--- config.mk ---
export PLATFORM = sky130hd
export DESIGN_NAME = ble_ctrl
export DESIGN_NICKNAME = d
export VERILOG_FILES = /design/src/sv/ble_pkg.sv /design/src/sv/ble_ctrl.sv
export SDC_FILE = /design/constraint.sdc
export NUM_CORES = 1
export LEC_CHECK = 0
export ABC_AREA = 1
export BUFFER_PORTS_ARGS = -buffer_cell sky130_fd_sc_hd__buf_2
export CAP_MARGIN = 20
export CORE_MARGIN = 2
export CORE_UTILIZATION = 39
export DETAILED_ROUTE_END_ITERATION = 10
export PLACE_DENSITY = 0.78
export REMOVE_ABC_BUFFERS = 1
export SYNTH_ARGS = -nofsm -noshare
export SYNTH_HDL_FRONTEND = slang
export SYNTH_SLANG_ARGS = --single-unit
export TNS_END_PERCENT = 1
--- constraint.sdc ---
create_clock -name clk_i -period 3 [get_ports clk_i]
set_input_delay 0.15 -clock clk_i [delete_from_list [all_inputs] [get_ports clk_i]]
set_output_delay 0.15 -clock clk_i [all_outputs]
set_load 0.03 [all_outputs]
--- src/sv/ble_pkg.sv ---
// Package for bone_length_enforce: widths, status codes, controller types.
// No dependencies.
package ble_pkg;

  localparam int unsigned PosW    = 24;
  localparam int unsigned DiffW   = 25;
  localparam int unsigned LenW    = 23;
  localparam int unsigned MinW    = 16;
  localparam int unsigned IdxW    = 6;
  localparam int unsigned PidxW   = 7;
  localparam int unsigned SumW    = 50;
  localparam int unsigned RadW    = 62;   // S << 12
  localparam int unsigned RootW   = 31;   // root of a RadW-bit radicand
  localparam int unsigned NumW    = 54;   // |d| * len * 64
  localparam int unsigned ExtraBits = 6;

  typedef enum logic [1:0] {
    StRescaled = 2'd0,
    StNoParent = 2'd1,
    StShort    = 2'd2,
    StBadOrder = 2'd3
  } status_e;

  typedef enum logic [3:0] {
    CtlIdle,
    CtlRead,
    CtlDiff,
    CtlSq,
    CtlSum,
    CtlSqrt,
    CtlDivInit,
    CtlDiv,
    CtlAdd,
    CtlWrite,
    CtlOut
  } ctl_state_e;

  // Controller commands to the datapath
  typedef struct packed {
    logic       load;       // capture input item
    logic       rd;         // read parent store entry
    logic       diff;       // compute differences
    logic       sq;         // square one axis per step
    logic       sum;        // sum squares, classify
    logic       sqrt_init;
    logic       sqrt_step;
    logic       div_init;   // set up division for current axis
    logic       div_step;
    logic       add;        // add offset for current axis
    logic       wr;         // write store, present result
    logic [1:0] axis;
  } cmd_t;

  // Datapath status to the controller
  typedef struct packed {
    logic    special;      // no rescale needed
    logic    sqrt_done;
    logic    div_done;
  } sts_t;

endpackage

--- src/sv/ble_ctrl.sv ---
// Controller FSM for bone_length_enforce: sequences the datapath per joint.
// Depends on ble_pkg.
module ble_ctrl (
  input  logic            clk_i,
  input  logic            rst_ni,
  input  logic            in_valid_i,
  output logic            in_ready_o,
  output logic            out_valid_o,
  input  logic            out_ready_i,
  output ble_pkg::cmd_t   cmd_o,
  input  ble_pkg::sts_t   sts_i
);

  ble_pkg::ctl_state_e state_q, state_d;
  logic [1:0] axis_q, axis_d;
  logic       ovalid_q, ovalid_d;

  always_ff @(posedge clk_i or negedge rst_ni) begin
    if (!rst_ni) begin
      state_q  <= ble_pkg::CtlIdle;
      axis_q   <= 2'd0;
      ovalid_q <= 1'b0;
    end else begin
      state_q  <= state_d;
      axis_q   <= axis_d;
      ovalid_q <= ovalid_d;
    end
  end

  assign out_valid_o = ovalid_q;

  // Next state and commands
  always_comb begin
    state_d    = state_q;
    axis_d     = axis_q;
    ovalid_d   = ovalid_q;
    cmd_o      = '0;
    cmd_o.axis = axis_q;
    in_ready_o = 1'b0;
    if (ovalid_q && out_ready_i) ovalid_d = 1'b0;
    case (state_q)
      ble_pkg::CtlIdle: begin
        in_ready_o = 1'b1;
        if (in_valid_i) begin
          cmd_o.load = 1'b1;
          state_d    = ble_pkg::CtlRead;
        end
      end
      ble_pkg::CtlRead: begin
        cmd_o.rd = 1'b1;
        state_d  = ble_pkg::CtlDiff;
      end
      ble_pkg::CtlDiff: begin
        cmd_o.diff = 1'b1;
        axis_d     = 2'd0;
        state_d    = ble_pkg::CtlSq;
      end
      ble_pkg::CtlSq: begin
        cmd_o.sq = 1'b1;
        axis_d   = axis_q + 2'd1;
        if (axis_q == 2'd2) state_d = ble_pkg::CtlSum;
      end
      ble_pkg::CtlSum: begin
        cmd_o.sum = 1'b1;
        state_d   = ble_pkg::CtlSqrt;
      end
      ble_pkg::CtlSqrt: begin
        if (sts_i.special) begin
          state_d = ble_pkg::CtlWrite;
        end else begin
          cmd_o.sqrt_step = 1'b1;
          if (sts_i.sqrt_done) begin
            axis_d  = 2'd0;
            state_d = ble_pkg::CtlDivInit;
          end
        end
      end
      ble_pkg::CtlDivInit: begin
        cmd_o.div_init = 1'b1;
        state_d        = ble_pkg::CtlDiv;
      end
      ble_pkg::CtlDiv: begin
        cmd_o.div_step = 1'b1;
        if (sts_i.div_done) state_d = ble_pkg::CtlAdd;
      end
      ble_pkg::CtlAdd: begin
        cmd_o.add = 1'b1;
        axis_d    = axis_q + 2'd1;
        state_d   = (axis_q == 2'd2) ? ble_pkg::CtlWrite : ble_pkg::CtlDivInit;
      end
      ble_pkg::CtlWrite: begin
        // wait for the output register to drain
        if (!ovalid_q || out_ready_i) begin
          cmd_o.wr = 1'b1;
          ovalid_d = 1'b1;
          state_d  = ble_pkg::CtlIdle;
        end
      end
      default: state_d = ble_pkg::CtlIdle;
    endcase
    cmd_o.sqrt_init = cmd_o.sum;
  end

endmodule

==> results.json, run 1 <==
{
  "cts_tree": "done",
  "dpl.hpwl_mm": 1.12,
  "seqPwrFrac": 0.234,
  "min_period_ns": 1.57,
  "slew_headroom": 0.817,
  "synth.lib_cells_used.distinct": 18,
  "hp-class": "primary input to flop",
  "syn_area_um2": 583,
  "critical_path_peak_fanout": 5,
  "syn_area_per_cell_um2": 6.55,
  "drt_iter0_drc": 23,
  "ys_top_cells_by_count": "nand2_1 (19), nor2_1 (15), inv_1 (12)",
  "clk_latency_ns": 0.25,
  "tightestPinTransition_ns": 0.275,
  "power_per_cell_area_nw_per_um2": 1100,
  "ir_drop_v": 0.000597,
  "portBuffers": 21,
  "synth_seq_cells": 7,
  "wl_per_cell_um": 10.5,
  "sw_frac_of_total": 0.573,
  "clock_skew_ns": 0.00524,
  "leakage_uw": 0.000465,
  "start_util": 0.432,
  "core-area_um2": 1350,
  "startpoint_type": "flop",
  "synth_xor_area_frac": 0,
  "place_congestion": 0.822,
  "rsz0062_at_grt": "no",
  "drc": 0,
  "vias_per_cell": 4.84,
  "p_clk_frac": 0.104,
  "grt_pass1_wl_mm": 2.37,
  "netlist_instances": 89,
  "grt_max_degree": 8,
  "num-nets-final": 123,
  "grt_pass1_vias": 610,
  "p_sw_uw": 464,
  "arrival_ns": 1.42,
  "n_antenna_cell": 0,
  "fin_area_um2": 736,
  "cts.repair.resized": 0,
  "run_status": "finished, final reports clean",
  "synth_adder_area_share": 0.0215,
  "setup_viol": 0,
  "combPwrFrac": 0.662,
  "synthSimpleGateAreaFrac": 0.485,
  "cap_violations": 0,
  "crit_type": "flop to output port",
  "yosysTopAreaCellShare": 0.300,
  "synth_top_area_cell": "dfrtp_1",
  "synth_compound_area_frac": 0.0708,
  "cts_sinks": 7,
  "power_uw": 809,
  "grt_antenna_before_repair": 0,
  "die_width_um": 42.7,
  "clk_pin_slew_ns": 0.05,
  "synth_seq_area_share": 0.300,
  "synth_top_family_by_area": "simple AND/OR/NAND/NOR gates",
  "finalMaxSlewViolations": 0,
  "fmax_mhz": 637,
  "synth-edff-count": 0,
  "async_flop_share": 1.00,
  "cts_setup_buffers": 0,
  "cts_buffer_depth": 2,
  "synth_warnings": 0,
  "yosysMostFrequentCell": "nand2_1",
  "dr.pass1.iters": 4,
  "ant_nets": 0,
  "hold_violations": 0,
  "placed_area_um2": 699,
  "grt_remaining_overflow": 0,
  "internal-power_uw": 345,
  "grt.total_usage": 0.168,
  "tns_ns": 0,
  "finalCritPeriodShare": 0.524,
  "dieHeight_um": 42.7,
  "syn_to_final_growth_pct": 26.2,
  "root_buffer": "clkbuf_4",
  "crit_required_ns": 2.85,
  "vias": 625,
  "endpoint_kind": "output port",
  "synth-main-ff-cell": "dfrtp_1",
  "cts_buffers": 3,
  "num_io_pins": 22,
  "h-tree-depth": 1,
  "rows": 13,
  "drt_wl_total_mm": 1.36,
  "dieArea_um2": 1820,
  "yosys-mux-area-fraction": 0,
  "ctsHoldBuffers": 1,
  "yosys-top-cells-area": "dfrtp_1 (30%), nand2_1 (12%), nor2_1 (9.7%)",
  "drive_gt1_frac": 0.360
}
-- state kept, by name, indices dropped and copies added (netlist names) --
register     flops
axis_q           2
out_valid_o      1
state_q          4
-- path summary, 6_finish.rpt --
path,from,to,slack [ns],cells past startpoint
worst max-delay path,state_q[1],cmd_o[12],1.43,4
worst min-delay path,out_ready_i,out_valid_o,0.10,2
worst max register to register,state_q[1],state_q[1],1.65,6
worst min register to register,axis_q[0],axis_q[0],0.51,1
max in group asynchronous,rst_ni,state_q[3],2.56,2
min in group asynchronous,rst_ni,axis_q[0],0.29,2
-- power by group through the flow --
stage	clock network [µW]	registers [µW]	logic (µW)
finish	84.2	189	536
global route	89.7	197	594
CTS	86.3	189	537
detailed placement	0	190	534
global placement	0	186	525
floorplan	0	206	385
-- through the flow --
stage	cells	utilization	setup slack [ns]	hold WS (ns)
finish	129	0.545	1.43	0.101
global route	129	0.545	1.34	0.119
CTS	129	0.545	1.43	0.102
detailed placement	124	0.518	1.67	-0.0157
global placement	124	0.518	1.75	-0.0191
floorplan	88	-	1.25	-0.146
-- routing by layer --
metal,vias up,global-route usage,share of wire
met5,-,0,0
met4,0,0.0563,0
met3,0,0.0426,0.054
met2,22,0.273,0.49
met1,277,0.216,0.45
li1,326,-,-
-- cell usage in the layout, fill, tap and decap left out, types with 2 or more instances in the layout --
cell type,instances
buf_2,21
nand2_2,2
o21ai_0,2
nand2_1,19
nor3_2,2
nor2_2,2
o21ai_1,3
nand3_1,10
inv_2,5
dfrtp_1,7
nor2_4,4
clkbuf_4,3
inv_1,12
nor2_1,15
-- logic make-up (layout without fill, tap and decap cells) --
logic type	count (synthesis)	count (layout)
compound gates	7	7
flops	7	7
simple gates	56	56
fa+ha+maj	1	1
buf+inv	18	43
-- critical path, cell delays in order (launching register included) --
cell and delay, ns:
dfrtp_1 0.45, nor2_2 0.26, nand2_1 0.16, nor2_1 0.10, buf_2 0.20
-- cell type report --
class | instances | area (µm²)
sequential | 7 | 175
clock buffer | 4 | 26.3
timing repair buffer | 22 | 115
fill | 132 | 614
multi-input combinational | 64 | 337
inverter | 17 | 63.8
tap | 15 | 18.8
Power figures use the tool's default switching activity.
==> run 2: changes to the inputs <==
==> constraint.sdc (replaced) <==
create_clock -name clk_i -period 1.5 [get_ports clk_i]
set_input_delay 0.075 -clock clk_i [delete_from_list [all_inputs] [get_ports clk_i]]
set_output_delay 0.075 -clock clk_i [all_outputs]
set_load 0.03 [all_outputs]
==> results.json, run 2 (synthesis gave the netlist of run 1 again) <==
{
  "grt_pass1_wl_mm": 2.15,
  "drt_wl_total_mm": 1.42,
  "dp_slack_ns": 0.169,
  "drt_iter0_drc": 11,
  "r2r_slack_ns": 0.22,
  "finalCritPeriodShare": 0.944,
  "hp-class": "primary input to flop",
  "drive_gt1_frac": 0.386,
  "p_clk_frac": 0.101,
  "cts_setup_buffers": 0,
  "num-nets-final": 123,
  "mostFrequentLayoutCells": "buf_2 (20), nand2_1 (19), nor2_1 (15)",
  "rsz0062_at_grt": "no",
  "hp-start": "out_ready_i",
  "grt_max_degree": 8,
  "core-area_um2": 1350,
  "vias_per_cell": 4.95,
  "dieHeight_um": 42.7,
  "place_congestion": 0.891,
  "cts_buffer_depth": 2,
  "n_antenna_cell": 0,
  "endpoint_kind": "output port",
  "combPwrFrac": 0.659,
  "sw_frac_of_total": 0.573,
  "tightestPinTransition_ns": 0.240,
  "largest_reg_flops": 4,
  "grt_remaining_overflow": 0,
  "arrival_ns": 1.34,
  "finalMaxSlewViolations": 0,
  "run_status": "finished, final reports clean",
  "setup_viol": 0,
  "min_period_ns": 1.42,
  "final_common_cell": "buf_2",
  "regMostFlops": "state_q",
  "die_width_um": 42.7,
  "syn_to_final_growth_pct": 28.1,
  "holdPathEnd": "out_valid_o",
  "crit_type": "flop to output port",
  "rr_startpoint": "axis_q[0]",
  "clock_skew_ns": 0.00119,
  "leakage_uw": 0.000462,
  "power_uw": 1660,
  "tns_ns": 0,
  "grt_antenna_before_repair": 0,
  "vias": 638,
  "multi_input_area_um2": 342,
  "power_per_cell_area_nw_per_um2": 2220,
  "dr.pass1.iters": 4,
  "whs_path_depth": 2,
  "stdcell_count": 129,
  "root_buffer": "clkbuf_4",
  "grt.total_usage": 0.154,
  "crit_required_ns": 1.42,
  "cts_buffers": 3,
  "start_util": 0.432,
  "seq_area_um2": 179,
  "num_io_pins": 22,
  "cap_violations": 0,
  "placed_cells": 124,
  "p_sw_uw": 950,
  "clk_latency_ns": 0.24,
  "h-tree-depth": 1,
  "portBuffers": 21,
  "internal-power_uw": 709,
  "wl_per_cell_um": 11.0,
  "startpoint_type": "flop",
  "rows": 13,
  "ir_drop_v": 0.00100,
  "fillers": 143,
  "setup_ws_ns": 0.0837,
  "whs_ns": 0.0336,
  "worstRegToRegCells": 8,
  "critical_path_peak_fanout": 5,
  "grt_pass1_vias": 537,
  "reg2reg_to": "state_q[3]",
  "clk_pin_slew_ns": 0.05,
  "hold_violations": 0,
  "dieArea_um2": 1820,
  "ant_nets": 0,
  "cts_sinks": 7,
  "fmax_mhz": 706,
  "seqPwrFrac": 0.240,
  "dpl.hpwl_mm": 1.15,
  "cts_tree": "done",
  "slew_headroom": 0.838,
  "drc": 0
}
[run 2: per-layer routing]
layer	track usage	vias to the layer above	part of all wire
met5	0	-	0
met2	0.264	25	0.49
met1	0.207	284	0.45
li1	-	327	-
met4	0.0375	0	0.0085
met3	0.0128	2	0.047
[run 2: worst max-delay path, cell delays in order (launching register included)]
cell and delay [ns]:
dfrtp_2 0.46, inv_2 0.10, nand2_2 0.08, nor3_1 0.20
buf_2 0.24
[run 2: cell type report]
| cell class | count | share of cell area |
|---|---|---|
| tap | 15 | 0.0251 |
| inverter | 17 | 0.0854 |
| timing repair buffer | 22 | 0.157 |
| sequential | 7 | 0.240 |
| clock buffer | 4 | 0.0352 |
| multi-input combinational | 64 | 0.457 |
[run 2: stage by stage]
step	util	area [µm²]
4_1_cts	0.545	736
2_1_floorplan	-	576
3_3_place_gp	0.518	699
3_5_place_dp	0.518	699
6_report	0.553	747
5_1_grt	0.553	747
[run 2: worst max path at each step]
stage	depth (start not counted)	endpoint	slack, ns	start
final	4	cmd_o[11]	0.08	state_q[3]
after global routing	4	cmd_o[12]	0.01	state_q[1]
after CTS	4	cmd_o[12]	0.02	state_q[1]
after detailed placement	6	state_q[3]	0.17	state_q[1]
after global placement	7	axis_q[0]	0.25	state_q[3]
after floorplan	7	state_q[2]	-0.25	state_q[1]
[run 2: what timing repair did]
action | in CTS | in global routing
hold buffers | 1 | 0
gates resized for setup | 0 | 5
endpoints found under the setup margin | 0 | 6
endpoints found under the hold margin | 7 | 0
[run 2: power by group through the flow]
stage	combinational [µW]	sequential (µW)	clock, µW
global route	1200	405	180
floorplan	770	412	0
global placement	1050	371	0
CTS	1080	373	172
detailed placement	1070	377	0
finish	1090	398	167
==> run 3: changes to the inputs <==
--- a/config.mk
+++ b/config.mk
@@ -11,7 +11,7 @@
 export CORE_MARGIN = 2
 export CORE_UTILIZATION = 39
 export DETAILED_ROUTE_END_ITERATION = 10
-export PLACE_DENSITY = 0.78
+export PLACE_DENSITY = 0.8
 export REMOVE_ABC_BUFFERS = 1
 export SYNTH_ARGS = -nofsm -noshare
 export SYNTH_HDL_FRONTEND = slang
==> constraint.sdc (replaced) <==
create_clock -name clk_i -period 1.2 [get_ports clk_i]
set_input_delay 0.06 -clock clk_i [delete_from_list [all_inputs] [get_ports clk_i]]
set_output_delay 0.06 -clock clk_i [all_outputs]
set_load 0.03 [all_outputs]
==> results.json, run 3 (synthesis gave the netlist of run 1 again) <==
{
  "dp_slack_ns": -0.0973,
  "arrival_ns": 1.33,
  "drc": 0,
  "h-tree-depth": 1,
  "worstRegToRegCells": 8,
  "drt_iter0_drc": 23,
  "cap_violations": 0,
  "dr.pass1.iters": 4,
  "num-nets-final": 139,
  "fmax_mhz": 718,
  "stdcell_count": 145,
  "power_uw": 2700,
  "grt_antenna_before_repair": 0,
  "dpl.hpwl_mm": 1.30,
  "hp-class": "primary input to flop",
  "cts_buffers": 3,
  "core-area_um2": 1350,
  "root_buffer": "clkbuf_4",
  "mostFrequentLayoutCells": "buf_4 (21), nand2_1 (16), nor2_1 (11)",
  "grt_remaining_overflow": 0,
  "reg2reg_to": "state_q[1]",
  "startpoint": "state_q[3]",
  "finalMaxSlewViolations": 0,
  "start_util": 0.432,
  "grt_pass1_vias": 738,
  "r2r_slack_ns": -0.15,
  "slew_headroom": 0.830,
  "power_per_cell_area_nw_per_um2": 2730,
  "cts_sinks": 7,
  "place_congestion": 0.915,
  "violations": "setup timing",
  "dieHeight_um": 42.7,
  "crit_required_ns": 1.14,
  "n_antenna_cell": 0,
  "largest_reg_flops": 4,
  "whs_ns": 0.130,
  "ant_nets": 0,
  "drive_gt1_frac": 0.577,
  "num_io_pins": 22,
  "hp-start": "sts_i[1]",
  "leakage_uw": 0.000547,
  "fillers": 104,
  "cts_buffer_depth": 2,
  "dieArea_um2": 1820,
  "endpoint_kind": "output port",
  "grt_max_degree": 8,
  "ir_drop_v": 0.00141,
  "drt_wl_total_mm": 1.93,
  "holdPathEnd": "axis_q[0]",
  "hold_violations": 0,
  "cts_tree": "done",
  "portBuffers": 21,
  "die_width_um": 42.7,
  "startpoint_type": "flop",
  "grt_pass1_wl_mm": 2.93,
  "placed_cells": 133,
  "regMostFlops": "state_q",
  "clock_skew_ns": 0.00152,
  "crit_type": "flop to output port",
  "grt.total_usage": 0.219,
  "setup_viol": 18,
  "rr_startpoint": "state_q[1]",
  "syn_to_final_growth_pct": 69.5,
  "rows": 13,
  "vias_per_cell": 4.98,
  "setup_ws_ns": -0.193,
  "clk_pin_slew_ns": 0.06,
  "vias": 722,
  "final_common_cell": "buf_4",
  "clk_latency_ns": 0.26,
  "rsz0062_at_grt": "yes",
  "finalCritPeriodShare": 1.16,
  "tightestPinTransition_ns": 0.254,
  "run_status": "finished, violations left",
  "whs_path_depth": 4,
  "min_period_ns": 1.39,
  "wl_per_cell_um": 13.3,
  "critical_path_peak_fanout": 5
}
## run 3: what timing repair did
action | 4_1_cts | 5_1_grt
setup endpoints to repair | 18 | 18
resized for setup | 30 | 12
hold endpoints to repair | 8 | 0
hold buffers | 2 | 0
pin swaps | 5 | 2
cloned | 0 | 0
setup buffers | 6 | 0
## run 3: how the worst max path moves through the flow
stage                 endpoint  slack [ns]  cells past startpoint
floorplan           state_q[2]       -0.55                      7
global placement     axis_q[0]       -0.05                      7
detailed placement  state_q[1]        -0.1                      6
CTS                   cmd_o[5]       -0.18                      7
global route          cmd_o[2]       -0.24                      5
finish               cmd_o[10]       -0.19                      4
## run 3: final cells by class
cell class                 count  area (µm²)  share of cell area
inverter                      17        66.3              0.0671
clock buffer                   3        22.5              0.0228
clock inverter                 1        5.00             0.00506
multi-input combinational     64         405               0.410
timing repair buffer          38         290               0.294
tap                           15        18.8              0.0190
sequential                     7         180               0.182
## run 3: routing by layer
layer	up-vias	routed length [µm]	global-route usage
li1	359	-	-
met1	326	800	0.257
met2	32	993	0.370
met3	5	84	0.0128
met4	0	53	0.163
met5	-	0	0
## run 3: power by group
group          internal, µW  switching (µW)
clock network           123             106
logic                   789            1210
registers               344             129
total                  1260            1440
## run 3: critical path, stage by stage (launching register included)
cell and delay, ns:
dfrtp_2 0.47, inv_2 0.11, nand2_2 0.10, nor3_2 0.19, buf_4 0.20
## run 3: per-stage QoR
step	TNS [ns]	util	cell area, µm²
2_1_floorplan	-2.48	-	576
3_3_place_gp	-0.180	0.568	767
3_5_place_dp	-0.425	0.568	767
4_1_cts	-2.23	0.700	945
5_1_grt	-3.41	0.732	988
6_report	-2.39	0.732	988
